<file path="config.mk">
export PLATFORM = sky130hd
export DESIGN_NAME = prime_test_sum_count_top_k_top
export DESIGN_NICKNAME = d
export VERILOG_FILES = /design/src/rtl/ptsc_pkg.sv /design/src/rtl/ptsc_div.sv /design/src/rtl/prime_test_sum_count_top_k_top.sv
export SDC_FILE = /design/constraint.sdc
export NUM_CORES = 1
export LEC_CHECK = 0
export ABC_CLOCK_PERIOD_IN_PS = 11100
export BUFFER_PORTS_ARGS = -buffer_cell sky130_fd_sc_hd__buf_2
export CORE_ASPECT_RATIO = 0.6
export CORE_MARGIN = 1.5
export CORE_UTILIZATION = 55
export DETAILED_ROUTE_END_ITERATION = 16
export PLACE_DENSITY = 0.72
export SLEW_MARGIN = 0
export SYNTH_ARGS = -nofsm -noshare
export SYNTH_HDL_FRONTEND = slang
export SYNTH_SLANG_ARGS = --single-unit
</file>
<file path="constraint.sdc">
create_clock -name clk_i -period 11.1 [get_ports clk_i]
set_clock_uncertainty 0.15 [all_clocks]
set_input_delay 0.555 -clock clk_i [delete_from_list [all_inputs] [get_ports clk_i]]
set_output_delay 0.555 -clock clk_i [all_outputs]
set_load 0.005 [all_outputs]
</file>
<file path="src/rtl/ptsc_pkg.sv">
package ptsc_pkg;

  localparam int VALUE_BITS = 27;
  localparam int KEEP_COUNT = 10;
  localparam int COUNT_BITS = 27;
  localparam int SUM_BITS   = 48;
  localparam int KEEP_BITS  = $clog2(KEEP_COUNT + 1);
  localparam int IDX_BITS   = $clog2(KEEP_COUNT);
  localparam int DIV_BITS   = (VALUE_BITS + 1) / 2 + 1;
  localparam int SQ_BITS    = 2 * DIV_BITS;
  localparam int CNT_BITS   = $clog2(VALUE_BITS);

  localparam logic [COUNT_BITS-1:0] COUNT_MAX = '1;
  localparam logic [SUM_BITS-1:0]   SUM_MAX   = '1;

  localparam logic CMD_TEST   = 1'b0;
  localparam logic CMD_REPORT = 1'b1;

  typedef enum logic [5:0] {
    S_IDLE   = 6'b000001,
    S_CHECK  = 6'b000010,
    S_DIV    = 6'b000100,
    S_UPDATE = 6'b001000,
    S_EMIT   = 6'b010000,
    S_REPORT = 6'b100000
  } state_e;

  typedef struct packed {
    logic start;
  } div_ctrl_t;

  typedef struct packed {
    logic done;
    logic rem_zero;
  } div_stat_t;

endpackage

</file>
<file path="src/rtl/ptsc_div.sv">
module ptsc_div (
  input  logic                                clk_i,
  input  logic                                rst_ni,
  input  ptsc_pkg::div_ctrl_t                 ctrl_i,
  input  logic [ptsc_pkg::VALUE_BITS-1:0]     number_i,
  input  logic [ptsc_pkg::DIV_BITS-1:0]       divisor_i,
  output ptsc_pkg::div_stat_t                 stat_o
);

  logic [ptsc_pkg::VALUE_BITS-1:0] num_q, num_d;
  logic [ptsc_pkg::DIV_BITS-1:0]   rem_q, rem_d;
  logic [ptsc_pkg::CNT_BITS-1:0]   cnt_q, cnt_d;
  logic                            busy_q, busy_d;
  logic                            done_q, done_d;
  logic [ptsc_pkg::DIV_BITS:0]     trial;
  logic [ptsc_pkg::DIV_BITS:0]     diff;

  // one quotient bit per cycle, msb first
  assign trial = {rem_q, num_q[ptsc_pkg::VALUE_BITS-1]};
  assign diff  = trial - {1'b0, divisor_i};

  always_comb begin
    num_d  = num_q;
    rem_d  = rem_q;
    cnt_d  = cnt_q;
    busy_d = busy_q;
    done_d = 1'b0;
    if (ctrl_i.start) begin
      num_d  = number_i;
      rem_d  = '0;
      cnt_d  = ptsc_pkg::CNT_BITS'(ptsc_pkg::VALUE_BITS - 1);
      busy_d = 1'b1;
    end else if (busy_q) begin
      num_d = {num_q[ptsc_pkg::VALUE_BITS-2:0], 1'b0};
      if (trial >= {1'b0, divisor_i}) begin
        rem_d = diff[ptsc_pkg::DIV_BITS-1:0];
      end else begin
        rem_d = trial[ptsc_pkg::DIV_BITS-1:0];
      end
      if (cnt_q == '0) begin
        busy_d = 1'b0;
        done_d = 1'b1;
      end else begin
        cnt_d = cnt_q - 1'b1;
      end
    end
  end

  always_ff @(posedge clk_i or negedge rst_ni) begin
    if (!rst_ni) begin
      busy_q <= 1'b0;
      done_q <= 1'b0;
      cnt_q  <= '0;
    end else begin
      busy_q <= busy_d;
      done_q <= done_d;
      cnt_q  <= cnt_d;
    end
  end

  always_ff @(posedge clk_i) begin
    num_q <= num_d;
    rem_q <= rem_d;
  end

  assign stat_o.done     = done_q;
  assign stat_o.rem_zero = (rem_q == '0);

endmodule

</file>
<file path="src/rtl/prime_test_sum_count_top_k_top.sv">
// channel | signals                                   | direction
// in      | in_valid_i in_ready_o command_i number_i   | into block
// out     | out_valid_o out_ready_i is_prime_o          | out of block
//         | prime_count_o prime_sum_o top_prime_o       |
//         | top_valid_o last_o                          |
// a test of an odd number runs the bit-serial remainder unit once per odd divisor
// even numbers and numbers below 3 skip that unit, a report gives one item
// per cycle while the output register is free or out_ready_i is high
// one item is in work at a time; a new item is taken while a result waits
// reset clears the totals and the kept list length, list entries are not cleared
// results wait in an output register while out_ready_i is low
module prime_test_sum_count_top_k_top (
  input  logic                              clk_i,
  input  logic                              rst_ni,
  input  logic                              in_valid_i,
  output logic                              in_ready_o,
  input  logic                              command_i,
  input  logic [ptsc_pkg::VALUE_BITS-1:0]   number_i,
  output logic                              out_valid_o,
  input  logic                              out_ready_i,
  output logic                              is_prime_o,
  output logic [ptsc_pkg::COUNT_BITS-1:0]   prime_count_o,
  output logic [ptsc_pkg::SUM_BITS-1:0]     prime_sum_o,
  output logic [ptsc_pkg::VALUE_BITS-1:0]   top_prime_o,
  output logic                              top_valid_o,
  output logic                              last_o
);

  ptsc_pkg::state_e                  state_q, state_d;
  logic [ptsc_pkg::VALUE_BITS-1:0]   num_q, num_d;
  logic [ptsc_pkg::DIV_BITS-1:0]     div_q, div_d;
  logic [ptsc_pkg::SQ_BITS-1:0]      sq_q, sq_d;
  logic                              prime_q, prime_d;
  logic [ptsc_pkg::COUNT_BITS-1:0]   count_q, count_d;
  logic [ptsc_pkg::SUM_BITS-1:0]     sum_q, sum_d;
  logic [ptsc_pkg::KEEP_BITS-1:0]    kept_q, kept_d;
  logic [ptsc_pkg::IDX_BITS-1:0]     idx_q, idx_d;
  logic [ptsc_pkg::VALUE_BITS-1:0]   list_q [ptsc_pkg::KEEP_COUNT];
  logic [ptsc_pkg::VALUE_BITS-1:0]   list_new [ptsc_pkg::KEEP_COUNT];
  logic [ptsc_pkg::KEEP_COUNT-1:0]   ge;
  logic                              list_we;
  logic [ptsc_pkg::SUM_BITS:0]       sum_add;

  logic                              out_valid_q, out_valid_d;
  logic                              out_load;
  logic                              out_free;
  logic                              o_prime_d, o_tvalid_d, o_last_d;
  logic [ptsc_pkg::VALUE_BITS-1:0]   o_top_d;
  logic                              o_prime_q, o_tvalid_q, o_last_q;
  logic [ptsc_pkg::VALUE_BITS-1:0]   o_top_q;
  logic [ptsc_pkg::COUNT_BITS-1:0]   o_count_q;
  logic [ptsc_pkg::SUM_BITS-1:0]     o_sum_q;

  ptsc_pkg::div_ctrl_t               div_ctrl;
  ptsc_pkg::div_stat_t               div_stat;
  logic                              in_acc;
  logic                              last_rpt;

  ptsc_div u_div (
    .clk_i     (clk_i),
    .rst_ni    (rst_ni),
    .ctrl_i    (div_ctrl),
    .number_i  (num_q),
    .divisor_i (div_q),
    .stat_o    (div_stat)
  );

  assign in_ready_o = (state_q == ptsc_pkg::S_IDLE);
  assign in_acc     = in_valid_i && in_ready_o;
  assign out_free   = !out_valid_q || out_ready_i;
  assign sum_add    = {1'b0, sum_q} + ptsc_pkg::SUM_BITS'(num_q);
  assign last_rpt   = (kept_q == '0) ||
                      (ptsc_pkg::KEEP_BITS'(idx_q) == kept_q - 1'b1);

  // sorted insert, entries at or above the new prime stay in place
  always_comb begin
    for (int i = 0; i < ptsc_pkg::KEEP_COUNT; i++) begin
      ge[i] = (ptsc_pkg::KEEP_BITS'(i) < kept_q) && (list_q[i] >= num_q);
    end
    for (int i = 0; i < ptsc_pkg::KEEP_COUNT; i++) begin
      if (ge[i]) begin
        list_new[i] = list_q[i];
      end else if (i == 0) begin
        list_new[i] = num_q;
      end else if (ge[i-1]) begin
        list_new[i] = num_q;
      end else begin
        list_new[i] = list_q[i-1];
      end
    end
  end

  always_comb begin
    state_d       = state_q;
    num_d         = num_q;
    div_d         = div_q;
    sq_d          = sq_q;
    prime_d       = prime_q;
    count_d       = count_q;
    sum_d         = sum_q;
    kept_d        = kept_q;
    idx_d         = idx_q;
    list_we       = 1'b0;
    div_ctrl      = '0;
    out_load      = 1'b0;
    o_prime_d     = 1'b0;
    o_top_d       = '0;
    o_tvalid_d    = 1'b0;
    o_last_d      = 1'b1;
    unique case (state_q)
      ptsc_pkg::S_IDLE: begin
        if (in_acc) begin
          num_d = number_i;
          div_d = ptsc_pkg::DIV_BITS'(3);
          sq_d  = ptsc_pkg::SQ_BITS'(9);
          idx_d = '0;
          if (command_i == ptsc_pkg::CMD_REPORT) begin
            state_d = ptsc_pkg::S_REPORT;
          end else if (number_i < ptsc_pkg::VALUE_BITS'(2)) begin
            prime_d = 1'b0;
            state_d = ptsc_pkg::S_UPDATE;
          end else if (number_i == ptsc_pkg::VALUE_BITS'(2)) begin
            prime_d = 1'b1;
            state_d = ptsc_pkg::S_UPDATE;
          end else if (!number_i[0]) begin
            prime_d = 1'b0;
            state_d = ptsc_pkg::S_UPDATE;
          end else begin
            prime_d = 1'b1;
            state_d = ptsc_pkg::S_CHECK;
          end
        end
      end
      ptsc_pkg::S_CHECK: begin
        if (sq_q <= ptsc_pkg::SQ_BITS'(num_q)) begin
          div_ctrl.start = 1'b1;
          state_d        = ptsc_pkg::S_DIV;
        end else begin
          state_d = ptsc_pkg::S_UPDATE;
        end
      end
      ptsc_pkg::S_DIV: begin
        if (div_stat.done) begin
          if (div_stat.rem_zero) begin
            prime_d = 1'b0;
            state_d = ptsc_pkg::S_UPDATE;
          end else begin
            // (d+2)^2 = d^2 + 4d + 4
            div_d   = div_q + ptsc_pkg::DIV_BITS'(2);
            sq_d    = sq_q + ptsc_pkg::SQ_BITS'({div_q, 2'b00}) + ptsc_pkg::SQ_BITS'(4);
            state_d = ptsc_pkg::S_CHECK;
          end
        end
      end
      ptsc_pkg::S_UPDATE: begin
        if (prime_q) begin
          if (count_q != ptsc_pkg::COUNT_MAX) begin
            count_d = count_q + 1'b1;
          end
          if (sum_add[ptsc_pkg::SUM_BITS]) begin
            sum_d = ptsc_pkg::SUM_MAX;
          end else begin
            sum_d = sum_add[ptsc_pkg::SUM_BITS-1:0];
          end
          list_we = 1'b1;
          if (kept_q != ptsc_pkg::KEEP_BITS'(ptsc_pkg::KEEP_COUNT)) begin
            kept_d = kept_q + 1'b1;
          end
        end
        state_d = ptsc_pkg::S_EMIT;
      end
      ptsc_pkg::S_EMIT: begin
        if (out_free) begin
          out_load  = 1'b1;
          o_prime_d = prime_q;
          state_d   = ptsc_pkg::S_IDLE;
        end
      end
      ptsc_pkg::S_REPORT: begin
        if (out_free) begin
          out_load = 1'b1;
          o_last_d = last_rpt;
          if (kept_q != '0) begin
            o_top_d    = list_q[idx_q];
            o_tvalid_d = 1'b1;
          end
          if (last_rpt) begin
            state_d = ptsc_pkg::S_IDLE;
          end else begin
            idx_d = idx_q + 1'b1;
          end
        end
      end
      default: begin
        state_d = ptsc_pkg::S_IDLE;
      end
    endcase
  end

  always_comb begin
    out_valid_d = out_valid_q;
    if (out_load) begin
      out_valid_d = 1'b1;
    end else if (out_ready_i) begin
      out_valid_d = 1'b0;
    end
  end

  always_ff @(posedge clk_i or negedge rst_ni) begin
    if (!rst_ni) begin
      state_q     <= ptsc_pkg::S_IDLE;
      count_q     <= '0;
      sum_q       <= '0;
      kept_q      <= '0;
      idx_q       <= '0;
      prime_q     <= 1'b0;
      out_valid_q <= 1'b0;
    end else begin
      state_q     <= state_d;
      count_q     <= count_d;
      sum_q       <= sum_d;
      kept_q      <= kept_d;
      idx_q       <= idx_d;
      prime_q     <= prime_d;
      out_valid_q <= out_valid_d;
    end
  end

  always_ff @(posedge clk_i) begin
    num_q <= num_d;
    div_q <= div_d;
    sq_q  <= sq_d;
    if (list_we) begin
      for (int i = 0; i < ptsc_pkg::KEEP_COUNT; i++) begin
        list_q[i] <= list_new[i];
      end
    end
    if (out_load) begin
      o_prime_q  <= o_prime_d;
      o_count_q  <= count_q;
      o_sum_q    <= sum_q;
      o_top_q    <= o_top_d;
      o_tvalid_q <= o_tvalid_d;
      o_last_q   <= o_last_d;
    end
  end

  assign out_valid_o   = out_valid_q;
  assign is_prime_o    = o_prime_q;
  assign prime_count_o = o_count_q;
  assign prime_sum_o   = o_sum_q;
  assign top_prime_o   = o_top_q;
  assign top_valid_o   = o_tvalid_q;
  assign last_o        = o_last_q;

endmodule

</file>
---- Word-level counts from Yosys, hierarchy flattened ----
Memories as Yosys holds them, arrays and structs flattened. A register that Yosys moved wholly into a read port is not among the register bits.
Cells that the tools add are included.
word-level totals
  register bits after elaboration ......... 290
  bits in writable memories ............... 270
  input bits .............................. 32
  word-level logic and storage cells ...... 185
  memories ................................ 1
cells by class
  add/sub/neg operators ................... 10
  magnitude comparators ................... 23
  eq/ne operators ......................... 20
  muxes and demuxes ....................... 75
  reductions and logical operators ........ 36
memory list
  name    words  width  rd ports  clocked after Yosys merged registers in  wr ports  line                                  text
  list_q  10     27     11        1                                        10        prime_test_sum_count_top_k_top.sv:38  logic [ptsc_pkg::VALUE_BITS-1:0] list_q [ptsc_pkg::KEEP_COUNT];
operators by type and width
  cell                                                                     count
  27-bit two-way mux                                                       21
  27-bit greater-or-equal comparator                                       10
  30-bit two-way mux                                                       3
  15-bit two-way mux                                                       4
  30-bit case mux with 2 select lines                                      1
  48-bit by 27-bit adder with 49-bit output                                1
  48-bit two-way mux                                                       1
  6-bit two-way mux                                                        6
  6-bit case mux with 6 select lines                                       1
  4-bit two-way mux                                                        8
  30-bit by 17-bit adder with 30-bit output                                1
  30-bit by 3-bit adder with 30-bit output (second input constant)         1
  30-bit by 27-bit less-or-equal comparator with 1-bit output              1
  15-bit case mux with 2 select lines                                      1
  27-bit by 1-bit adder with 27-bit output (second input constant)         1
  27-bit by 2-bit equality test with 1-bit output (second input constant)  1
  27-bit by 2-bit < comparator with 1-bit output (second input constant)   1
  27-bit != test (second input constant)                                   1
  1-bit two-way mux                                                        24
  16-bit by 15-bit greater-or-equal comparator with 1-bit output           1
  3-bit by 4-bit < comparator with 1-bit output (first input constant)     4
  2-bit != test (second input constant)                                    8
  15-bit by 2-bit adder with 15-bit output (second input constant)         1
  15-bit logical NOT                                                       1
  31 further kinds                                                         61

---- Depth between registers and ports, before layout ----
  word-level depth ........................ 6
  depth in mapped cells ................... 14

---- Hierarchy ----
Synthesis repeated with hierarchy kept, for this count alone.
unflattened totals
  cells, all modules ...................... 2,988
  area, all modules ....................... 36,133.4 µm²
by module, submodules not included
  module                          times used  cells an instance  area an instance (µm²)  seq. area each (µm²)
  prime_test_sum_count_top_k_top  1           2,679              32,962.9                15,581.2
  ptsc_div                        1           309                3,170.5                 1,286.2

---- Least setup slack after synthesis ----
No wires, ideal clock.
  path kind ............................... register -> register
  start point ............................. reg state_q[3]
  end point ............................... reg o_prime_q (netlist: is_prime_o), enable pin
  library setup time ...................... 0.570 ns
  arrival time ............................ 5.300 ns
  data required time ...................... 10.380 ns
  slack ................................... 5.080 ns
  stages on the path, launching flop included .. 5
  clock period less this slack ............ 6.020 ns
  path through ............................ dfrtp_1 > clkbuf_1 > nor4_1 > nand2_1 > nor2_1
on the way
  word-level cells in the longest chain between the ends .. 3
  elaborated cells between the ends (all ways) .. 4
  those cells by class .................... eq/ne: 2; mux: 1; reduce/logical: 1
ends and longest elaborated chain
  element                                                                                       line                                   text
  start: declaration                                                                            prime_test_sum_count_top_k_top.sv:29   ptsc_pkg::state_e state_q, state_d;
  start signal: assignment                                                                      prime_test_sum_count_top_k_top.sv:211  state_q <= ptsc_pkg::S_IDLE;
  start signal: assignment                                                                      prime_test_sum_count_top_k_top.sv:219  state_q <= state_d;
  6-bit equality test / 6-bit by 5-bit equality test with 1-bit output (equally long branches)  prime_test_sum_count_top_k_top.sv:110  unique case (state_q)
  2-bit OR reduction (no line) (*)                                                              --
  1-bit two-way mux (*)                                                                         --
  named net out_load                                                                            prime_test_sum_count_top_k_top.sv:45   logic out_load;
  end signal: assignment                                                                        prime_test_sum_count_top_k_top.sv:239  o_prime_q <= o_prime_d;
  end: declaration                                                                              prime_test_sum_count_top_k_top.sv:49   logic o_prime_q, o_tvalid_q, o_last_q;
Mark *: on every way through the listed nets, which the timed path passes. The rest lies on a longest branch.
A chain may end at the register's enable or synchronous reset.

---- Final worst setup path ----
  start point ............................. reg num_q[15] in the netlist's numbering
  end point ............................... reg u_div.num_q[23] in the netlist's numbering, enable pin
on the way
  word-level cells in the longest chain between the ends .. 4
ends and longest elaborated chain
  element                                                      line                                   text
  start: declaration                                           prime_test_sum_count_top_k_top.sv:30   logic [ptsc_pkg::VALUE_BITS-1:0] num_q, num_d;
  start signal: assignment                                     prime_test_sum_count_top_k_top.sv:230  num_q <= num_d;
  30-bit by 27-bit less-or-equal comparator with 1-bit output  prime_test_sum_count_top_k_top.sv:135  if (sq_q <= ptsc_pkg::SQ_BITS'(num_q)) begin
  1-bit two-way mux                                            prime_test_sum_count_top_k_top.sv:135
  1-bit two-way mux                                            prime_test_sum_count_top_k_top.sv:110
  2-bit nonzero test (no line)                                 --
  end signal: assignment                                       ptsc_div.sv:62                         num_q <= num_d;
  end: declaration                                             ptsc_div.sv:10                         logic [ptsc_pkg::VALUE_BITS-1:0] num_q, num_d;
Every way passes these cells.

==> results by group <==
Outcome
  – Status: finished, final reports clean

Floorplanning
  – Core ar.: 62600 sq um
  – Starting Density: 55.7%
  – DIE AREA: 65000 sq um
  – Vert. Die Dim: 198 um
  – Die width: approximately 330 um
  – Ports: 139
  – FP Rows: 71

STA
  – Endpoints failing setup: 0
  – Final period util: 44.5%
  – Setup TNS: 0 ns
  – Min cycle time layout: 4.94 ns
  – RSZ-0062 raised after global routing: no
  – Pins Over Slew Limit: 0
  – Fmax: 0.203 GHz
  – Worst-margin pin slew: 1.16 ns
  – Slew HR: 22.4%
  – Final Hold Fails: 0

Power
  – Sw Ratio: 36.2%
  – Max VDD drop: 0.135 mV
  – Pwr Total: about 7.4 mW
  – Clk pwr share: 26.3%
  – Power Density: 191 nW/um^2
  – P_int: 4.72 mW
  – Flop pwr share: 38.8%
  – Leakage power: about 15 nW
  – Sw Pwr: 2.68 mW
  – Combinational share of power: 34.9%

Route
  – DRC violations left: 0
  – Routed Antenna Nets: 0
  – Met2 WL: slightly above 40 mm
  – Via density per instance: between 6 and 7
  – WL per Instance: 27.3 um
  – Highest Signal Layer: met5
  – Pre-Repair DR Iteration Count: 5
  – Initial drt markers: about 3200
  – Met3 Wirelength: 12.5 mm
  – Drt total wl: 104 mm
  – Met1 Wirelength: slightly below 50 mm
  – Via count: 25200

Flow run
  – MaxCap Viol Count: 0

Yosys
  – Yosys top cell area share: 40.5%
  – Yosys reg bits: 583
  – Ranking of synthesized cells by area: edfxtp_1 40%, ha_1 13%, mux2_2 8.7%
  – Post-synth top area cell: edfxtp_1
  – XOR/XNOR share of the synthesized area: 2.89%
  – Synthesis Warnings: 0
  – Area share of fa/ha/maj cells after synthesis: about 14%
  – Post-synth EDFFs: 470
  – Synth Area in Compound Gates: 10.5%
  – Synthesized instance count: between 2000 and 3000
  – Syn Std Cell Area: between 30000 and 40000 sq um
  – Syn_area_per_cell: ~13 sq um
  – Synth Area in Simple Gates: 8.76%
  – Syn nets: roughly 3200
  – Ys async rst share: between 10% and 20%
  – Largest family of logic cells by synthesized area: adder cells
  – Unique masters post-synth: slightly below 80
  – Mux cell area share after synthesis: 13.5%
  – Primary FF master, synth: edfxtp_1
  – Register area share after synthesis: 48.4%

Clock tree
  – PostCTS Resize Cnt: 0
  – CTS Buf Count: 55
  – Clk_lat worst skew: 0.64 ns
  – Setup bufs post-CTS: 0
  – Hold Buf Count CTS: 24
  – Worst-path clk slew: 0.07 ns
  – Root Buffer Master: clkbuf_16
  – H-tree Lvls: 2
  – Clk sinks: 583
  – Clock tree buffer depth: 3
  – TritonCTS clock tree: built

Final layout
  – Layout cells sized above 1: between 20 and 25%
  – Area grow syn2layout: 10.9%
  – Most common cell after layout, fill and taps aside: edfxtp_1
  – Most frequent cells in the layout: 470 x edfxtp_1, 373 x ha_1, 270 x mux2_2
  – Total Nets Final: approximately 3300

Placed design
  – RD Place Congestion: a little under 1
  – # port buffers: 138
  – DP Wirelength: around 77 mm

Critical path
  – Reg2Reg Launch Point: num_q[15]
  – Crit path DAT: roughly 5.1 ns
  – WS Path Type: flip-flop to flip-flop
  – Startpoint Class: flip-flop
  – R2R Path End: u_div.num_q[23]
  – FF-to-FF path depth: 11
  – Crit end category: flip-flop
  – Required @ worst endpoint: approximately 11 ns
  – Critical Path Fanout Max: just over 50
  – R2R Setup Slk: just over 6 ns

Global routing
  – First-pass GRT wire length: 155 mm
  – Gr usage total: 32.1%
  – Gr ovfl total: 0
  – Vias in the first global route: 24300
  – Largest net degree at the start of global routing: 75
  – Initial antenna violation count: 8

Worst hold path
  – Hold crit path type: input pin to flip-flop
  – Worst hold endpoint: state_q[5]
  – Hold Startpoint: command_i
  – Cells on Worst Hold Path: 3
==> cell families after synthesis <==
group,after synthesis
AND/OR/NAND/NOR,597
flip-flops,583
AO/OA/AOI/OAI,537
adder cells (fa/ha/maj),376
multiplexers,369
buffers and inverters,198
XOR/XNOR,115
==> worst max-delay path: stages, from the launching register on <==
cell       delay [ns]
edfxtp_1         0.74
inv_1            0.48
ha_1             0.43
a21o_1           0.18
a21o_1           0.18
a21oi_1          0.14
o22ai_1          0.09
a2111oi_0        0.52
a32o_1           0.31
nor2b_4          0.17
buf_4            0.52
or2_2            0.63
==> final cells by class <==
cell class	instances	area, sq um
antenna	3	7.51
fill	4783	24000
sequential	583	16900
inverter	84	315
multi-input combinational	1994	17200
tap	839	1050
clock inverter	34	319
clock buffer	69	1500
timing repair buffer	218	1370
==> stage by stage <==
step                setup WS (ns)  std cells  utilization, %  hold slack [ns]  instance area [sq um]
floorplan                    5.08       2775               -            0.109                  34900
global placement             6.33       3693            58.4            0.314                  36600
detailed placement           6.20       3693            58.4            0.319                  36600
CTS                          6.18       3820            61.7          0.00548                  38600
global route                 5.99       3823            61.8           0.0199                  38700
finish                       6.16       3824            61.8           0.0390                  38700
==> registers in the layout (all words and copies together), names as in the netlist, 4 cells and up <==
name,cells
num_q,27
list_q,270
top_prime_o,27
kept_q,4
prime_sum_o,48
u_div.num_q,27
count_q,27
sum_q,48
div_q,14
sq_q,27
idx_q,4
u_div.rem_q,15
state_q,6
u_div.cnt_q,5
prime_count_o,27
==> power groups by stage <==
stage	clock (mW)	combinational (mW)	sequential [mW]
finish	1.94	2.58	2.87
global placement	0	2.42	2.90
detailed placement	0	2.50	2.91
CTS	1.97	2.53	2.87
floorplan	0	1.80	2.81
global route	2.05	2.84	2.89
==> synth_stat cells (5+ instances only) <==
library cell,count
edfxtp_1,470
ha_1,373
mux2_2,270
nor2_1,153
a21oi_1,131
nand2_1,102
dfrtp_1,97
a21o_1,93
a211oi_1,84
inv_1,84
nand4_1,77
o21ai_0,73
clkbuf_1,71
xnor2_1,69
nor2b_1,59
nand3_1,56
mux4_2,54
xor2_1,46
mux2i_1,41
nor3_1,36
buf_2,30
and3_1,27
o211ai_1,22
nand2b_1,21
o21a_1,21
o22a_1,20
nor4_1,19
dfxtp_1,15
and2_1,13
a31oi_1,12
and4_1,9
a2111oi_0,7
o21bai_1,7
o31ai_1,7
or3_1,6
a211o_1,5
buf_6,5
o21ai_1,5
or2_2,5
==> how the worst max path moves through the flow <==
stage | start | to | slack (ns) | cells after the start
3_3_place_gp | num_q[15] | u_div.num_q[24] | 6.33 | 11
6_report | num_q[15] | u_div.num_q[23] | 6.16 | 11
4_1_cts | num_q[15] | u_div.num_q[14] | 6.18 | 11
5_1_grt | num_q[15] | u_div.num_q[9] | 5.99 | 11
2_1_floorplan | state_q[3] | is_prime_o | 5.08 | 4
3_5_place_dp | num_q[15] | u_div.num_q[23] | 6.20 | 11
==> layer usage <==
metal | up-vias | GRT usage, %
met5 | - | 0
met4 | 4 | 8.40
met3 | 139 | 8.22
met2 | 1365 | 42.8
met1 | 12600 | 50.9
li1 | 11100 | -
(Power assumes the default switching activity.)
